## src/hdl/four_wheel_speed_pi_mixer_assert.svh

```systemverilog
// ---------------------------------------------------------------------------
// Assertion macros for the four-wheel speed PI mixer
// Shared property forms; each expects clk and rst_n in the enclosing scope.
// ---------------------------------------------------------------------------
`ifndef FOUR_WHEEL_SPEED_PI_MIXER_ASSERT_SVH
`define FOUR_WHEEL_SPEED_PI_MIXER_ASSERT_SVH

// Same-cycle implication, checked out of reset
`define FWPM_ASSERT_NOW(lbl, ante, cons) \
  lbl: assert property (@(posedge clk) disable iff (!rst_n) (ante) |-> (cons)) \
    else $error("fwpm: same-cycle check failed");

// Next-cycle implication, checked out of reset
`define FWPM_ASSERT_NEXT(lbl, ante, cons) \
  lbl: assert property (@(posedge clk) disable iff (!rst_n) (ante) |=> (cons)) \
    else $error("fwpm: next-cycle check failed");

`endif

```

## src/hdl/fwpm_pkg.sv

```systemverilog
// ---------------------------------------------------------------------------
// fwpm_pkg
// Types, widths and register codes of the four-wheel speed PI mixer.
// ---------------------------------------------------------------------------
`default_nettype none

package fwpm_pkg;

  // Field and datapath widths
  localparam int IO_W    = 16;  // Q12.4 rpm in, Q5.10 V out
  localparam int ERR_W   = 20;  // Q14.6 rpm error
  localparam int GAIN_W  = 24;  // Q0.24 gain
  localparam int LIM_W   = 15;  // Q5.10 V limit register
  localparam int ACC_W   = 40;  // Q9.30 V accumulator
  localparam int PROD_W  = 46;  // gain times error delta
  localparam int SUM_W   = 48;  // accumulator plus both products
  localparam int MIX_W   = 42;  // three accumulators added
  localparam int LIM_SH  = 20;  // Q.10 to Q.30
  localparam int ADDR_W  = 5;
  localparam int DATA_W  = 32;
  localparam int IDX_W   = 3;

  // Axle balance limit, 2.4 V in Q.30
  localparam logic [ACC_W-1:0] AXLE_LIMIT_Q30 = 40'd2576980378;

  // Register indexes
  localparam logic [IDX_W-1:0] REG_PROP_SPEED  = 3'd0;
  localparam logic [IDX_W-1:0] REG_INTEG_SPEED = 3'd1;
  localparam logic [IDX_W-1:0] REG_PROP_AXLE   = 3'd2;
  localparam logic [IDX_W-1:0] REG_INTEG_AXLE  = 3'd3;
  localparam logic [IDX_W-1:0] REG_PROP_STEER  = 3'd4;
  localparam logic [IDX_W-1:0] REG_INTEG_STEER = 3'd5;
  localparam logic [IDX_W-1:0] REG_SPEED_LIM   = 3'd6;
  localparam logic [IDX_W-1:0] REG_STEER_LIM   = 3'd7;

  // Input beat
  typedef struct packed {
    logic signed [IO_W-1:0] speed_right_rear;
    logic signed [IO_W-1:0] speed_left_rear;
    logic signed [IO_W-1:0] speed_right_front;
    logic signed [IO_W-1:0] speed_left_front;
    logic signed [IO_W-1:0] steering_demand;
    logic signed [IO_W-1:0] speed_target;
  } fwpm_in_t;

  // Result beat
  typedef struct packed {
    logic signed [IO_W-1:0] drive_right_rear;
    logic signed [IO_W-1:0] drive_left_rear;
    logic signed [IO_W-1:0] drive_right_front;
    logic signed [IO_W-1:0] drive_left_front;
  } fwpm_out_t;

  // Stage load strobes handed to each loop
  typedef struct packed {
    logic cap_en;  // error captured, previous error advanced
    logic mul_en;  // products registered
    logic acc_en;  // accumulator updated
  } fwpm_ctl_t;

endpackage

`default_nettype wire

```

## src/hdl/fwpm_pi_loop.sv

```systemverilog
// ---------------------------------------------------------------------------
// fwpm_pi_loop
// One incremental PI loop: error delta, gain products, saturating accumulator.
// ---------------------------------------------------------------------------
`default_nettype none
`include "four_wheel_speed_pi_mixer_assert.svh"

module fwpm_pi_loop (
  input  wire                                      clk,
  input  wire                                      rst_n,
  input  wire fwpm_pkg::fwpm_ctl_t                 ctl,
  input  wire logic signed [fwpm_pkg::ERR_W-1:0]   err,
  input  wire logic        [fwpm_pkg::GAIN_W-1:0]  kp,
  input  wire logic        [fwpm_pkg::GAIN_W-1:0]  ki,
  input  wire logic        [fwpm_pkg::ACC_W-1:0]   lim,
  output logic signed      [fwpm_pkg::ACC_W-1:0]   acc
);
  import fwpm_pkg::*;

  logic signed [ERR_W-1:0]  eprev_r;
  logic signed [ERR_W-1:0]  err_r;
  logic signed [ERR_W:0]    dlt_r;
  logic signed [ERR_W:0]    dlt_nxt;
  logic signed [PROD_W-1:0] prop_r;
  logic signed [PROD_W-1:0] prop_nxt;
  logic signed [PROD_W-1:0] integ_r;
  logic signed [PROD_W-1:0] integ_nxt;
  logic signed [ACC_W-1:0]  acc_r;
  logic signed [ACC_W-1:0]  acc_nxt;
  logic signed [SUM_W-1:0]  sum;
  logic signed [SUM_W-1:0]  lim_pos;
  logic signed [SUM_W-1:0]  lim_neg;

  // Error change against the previous item of this loop
  assign dlt_nxt = {err[ERR_W-1], err} - {eprev_r[ERR_W-1], eprev_r};

  // Capture error and advance the previous error
  always_ff @(posedge clk) begin
    if (!rst_n) begin
      eprev_r <= '0;
    end else if (ctl.cap_en) begin
      eprev_r <= err;
    end
  end

  always_ff @(posedge clk) begin
    if (ctl.cap_en) begin
      err_r <= err;
      dlt_r <= dlt_nxt;
    end
  end

  // Gain products, gains taken as non-negative
  assign prop_nxt  = $signed({1'b0, kp}) * dlt_r;
  assign integ_nxt = $signed({1'b0, ki}) * err_r;

  always_ff @(posedge clk) begin
    if (ctl.mul_en) begin
      prop_r  <= prop_nxt;
      integ_r <= integ_nxt;
    end
  end

  // Accumulate and clamp to plus or minus the limit
  assign sum     = SUM_W'(acc_r) + SUM_W'(prop_r) + SUM_W'(integ_r);
  assign lim_pos = $signed(SUM_W'(lim));
  assign lim_neg = -lim_pos;

  always_comb begin
    priority if (sum > lim_pos) begin
      acc_nxt = ACC_W'(lim_pos);
    end else if (sum < lim_neg) begin
      acc_nxt = ACC_W'(lim_neg);
    end else begin
      acc_nxt = ACC_W'(sum);
    end
  end

  always_ff @(posedge clk) begin
    if (!rst_n) begin
      acc_r <= '0;
    end else if (ctl.acc_en) begin
      acc_r <= acc_nxt;
    end
  end

  assign acc = acc_r;

  // Accumulator moves only on its own load strobe
  `FWPM_ASSERT_NEXT(a_acc_hold, !ctl.acc_en, $stable(acc_r))
  // Previous error follows the captured error
  `FWPM_ASSERT_NEXT(a_eprev_track, ctl.cap_en, eprev_r == err_r)
  // Previous error holds between captures
  `FWPM_ASSERT_NEXT(a_eprev_hold, !ctl.cap_en, $stable(eprev_r))

endmodule

`default_nettype wire

```

## config.mk

```make
export PLATFORM = sky130hd
export DESIGN_NAME = fwpm_pi_loop
export DESIGN_NICKNAME = d
export VERILOG_FILES = /design/src/hdl/fwpm_pkg.sv /design/src/hdl/fwpm_pi_loop.sv
export VERILOG_INCLUDE_DIRS = /design/src /design/src/hdl
export SDC_FILE = /design/constraint.sdc
export NUM_CORES = 2
export LEC_CHECK = 0
export ABC_AREA = 1
export BUFFER_PORTS_ARGS = -buffer_cell sky130_fd_sc_hd__buf_2
export CAP_MARGIN = 10
export CORE_UTILIZATION = 54
export DETAILED_ROUTE_END_ITERATION = 16
export GPL_ROUTABILITY_DRIVEN = 0
export GPL_TIMING_DRIVEN = 1
export PLACE_DENSITY = 0.71
export SLEW_MARGIN = 20
export SYNTH_ARGS = -nofsm -noshare
export SYNTH_HDL_FRONTEND = slang
export SYNTH_SLANG_ARGS = --single-unit
```

## constraint.sdc

```tcl
create_clock -name clk -period 8.8 [get_ports clk]
set_clock_uncertainty 0.15 [all_clocks]
set_input_delay 1.76 -clock clk [delete_from_list [all_inputs] [get_ports clk]]
set_output_delay 1.76 -clock clk [all_outputs]
set_load 0.005 [all_outputs]
```

==> summary.txt <==
Status
  – Status: finished, final reports clean

Floorplanning
  – Ports: 153
  – Core Area: 0.0900 sq mm
  – Initial cell density of the core: 0.546
  – Die area: approximately 0.092 sq mm
  – Die width: approximately 300 microns
  – Die height: 304 microns
  – Core Rows: 110

Synthesis
  – Synth unique cells: 53
  – Synth Area in Simple Gates: 0.175
  – Syn_area_per_cell: just under 8 sq um
  – Seq/Total Area, Yosys: 0.105
  – Dominant combinational cell family by area after synthesis: adder cells
  – EDFF count, synth: 132
  – Post-synthesis xor/xnor area fraction: 0.0302
  – Syn Inst Count: between 6000 and 7000
  – Most common cell in the netlist: inv_1
  – Top cell type's share of synthesized area: 0.349
  – Post-Synth Adder-Cell Area: 0.481
  – Synth async-reset ratio: 0
  – Top post-synthesis cells by count: inv_1 (1712), nand2_1 (1547), fa_1 (857)
  – Leading area contributor after synthesis: fa_1
  – Post-synthesis mux area share: 0
  – Syn nets: 7869
  – Most common flop cell mapped by yosys: edfxtp_1
  – Cell Area, Synth: approximately 0.049 sq mm
  – Yosys warns: 0
  – Compound-Gate Fraction of Synth Area: 0.0587
  – Synth Register Bits: 192
  – Synth top area cells: fa_1 (35%), ha_1 (13%), inv_1 (13%), nand2_1 (12%), edfxtp_1 (8.1%)

Critical path
  – Most frequent CP cell: fa_1
  – Crit path max-delay family: adder cells
  – Crit end category: register
  – Setup CP Type: primary input to register
  – Crit-path slowest cell: fa_1
  – Element type at the critical path start: primary input
  – Crit path cell chain: buf_2 > nand2_1 > inv_1 > fa_1 > fa_1 > inv_1 > fa_1 > inv_1 > fa_1 > fa_1 > fa_1 > inv_1 > fa_1 > inv_1 > ha_1 > a21oi_1 > inv_1 > a31oi_1 > a21boi_0 > o21ai_1 > a21oi_1 > o21ai_0 > xor2_1
  – Critical path's largest stage delay: 0.54 ns
  – WP buf/inv: 7
  – Required time of the critical path: 8.89 ns
  – R2r setup slk: 1.30 ns
  – Data arrival, critical path: 8.10 ns
  – Critical-path maximum fanout: 20

Global route
  – Pin count of the biggest net entering global routing: 80
  – First-pass GRT wire length: 219000 microns
  – Initial antenna violation count: 4
  – GRT overflow: 0
  – Total track usage: 0.301
  – Vias in the first global route: 41600

Clock network
  – Resized cells post-CTS: 0
  – Setup Fix Bufs, Post-CTS: 0
  – CTS Root Cell: clkbuf_16
  – TritonCTS Sinks: ~190
  – CTS clk-pin slew, worst paths: roughly 0.080 ns
  – Cts hold-fix bufs: 0
  – CTS tree: built
  – Clk_lat worst skew: roughly 0.50 ns
  – TritonCTS Buffers: 17
  – H-tree levels: 4
  – Max clock buf depth: 2

Finish
  – NumNets Final: 7888
  – Ratio of cells with drive above 1 in the final layout: 0.0508
  – Layout area overhead: 5.15%

Detailed routing
  – Vias per cell: around 5.3
  – Number of remaining DRC errors: 0
  – First-pass DRT Iterations: 6
  – DR iter-0 viols: 3335
  – Drt wl/cell: 17.7 microns
  – Final ANT Viol Nets: 0
  – Post-Route WL: about 130000 microns
  – Via count: 40500

STA
  – Worst Tran Pin Value: 1.14 ns
  – Setup TNS: 0 ns
  – Slew margin rel.: 0.242
  – RSZ-0062 raised after global routing: false
  – F_max: 0.125 GHz
  – Max-slew violation count: 0
  – Post-route clock period utilization: 0.910
  – Fin. Hold Viols: 0
  – Fin crit period: 8.01 ns
  – Final setup fails: 0

Min path
  – HP Class: register to register

Placement
  – Input/output buffers: 152
  – HPWL Detailed: 111000 microns

Flow run
  – Max-cap viol count: 0
## routing by layer
metal	track usage	up-vias	wire length (microns)
li1	-	18800	-
met1	0.404	19600	55000
met2	0.489	1784	62000
met3	0.0497	263	11900
met4	0.116	0	5360
met5	0	-	0
## flip-flops by register name, indices dropped and copies added (netlist names)
signal	cells
acc	40
dlt_r	21
eprev_r	20
err_r	20
integ_r	45
prop_r	46
## per-stage QoR
| stage | worst slack [ns] | cells | hold slack, ns | util | area (sq um) |
|---|---|---|---|---|---|
| 6_report | 0.791 | 7593 | 0.314 | 0.574 | 51700 |
| 5_1_grt | 0.482 | 7592 | 0.338 | 0.574 | 51700 |
| 4_1_cts | 0.868 | 7582 | 0.318 | 0.572 | 51500 |
| 3_5_place_dp | 0.332 | 7550 | 0.306 | 0.566 | 50900 |
| 3_3_place_gp | 0.452 | 7550 | 0.296 | 0.566 | 50900 |
| 2_1_floorplan | 1.08 | 6381 | 0.283 | - | 49100 |
## worst min-delay path: stages, from the launching register on
cell	delay (ns)
dfxtp_1	0.30
inv_1	0.06
a21oi_1	0.06
## path summary, 6_finish.rpt
path                             startpoint  cells past startpoint           to
worst min register to register  eprev_r[15]                      2  eprev_r[15]
worst max register to register     err_r[5]                     20  integ_r[41]
worst min-delay path            eprev_r[15]                      2  eprev_r[15]
worst max-delay path                 ki[12]                     23  integ_r[41]
## area by class of cell
cell class | count | area (sq um)
Multi-Input combinational cell | 4243 | 36600
Antenna cell | 4 | 10.0
Fill cell | 8297 | 38400
Clock buffer | 17 | 425
Clock inverter | 15 | 176
Sequential cell | 192 | 5160
Timing Repair Buffer | 211 | 1270
Inverter | 1735 | 6510
Tap cell | 1176 | 1470
## logic make-up (layout without fill, tap and decap cells)
logic type	Yosys count	after routing
and+or+nand+nor	2165	2165
xor gates and xnor gates	167	167
DFF	192	192
other	0	4
adders and majority gates	1375	1375
buffers and inverters	1946	1978
AOI/OAI and AO/OA	536	536
## placed cells by master, fill, tap and decap left out, types with 34 or more instances in the layout
cell | Yosys | layout
inv_1 | 1712 | 1712
o21ai_0 | 180 | 180
nand4_1 | 34 | 34
fa_1 | 857 | 857
buf_2 | 2 | 150
a21oi_1 | 246 | 246
xnor2_1 | 50 | 50
nand3_1 | 93 | 93
nor2_1 | 386 | 386
xor2_1 | 116 | 116
nand2_1 | 1547 | 1546
buf_4 | 3 | 54
dfxtp_1 | 60 | 60
edfxtp_1 | 132 | 132
ha_1 | 518 | 518
Power is not shown: default switching activity piles up to over one toggle a cycle in this logic, so the estimate is an artifact.
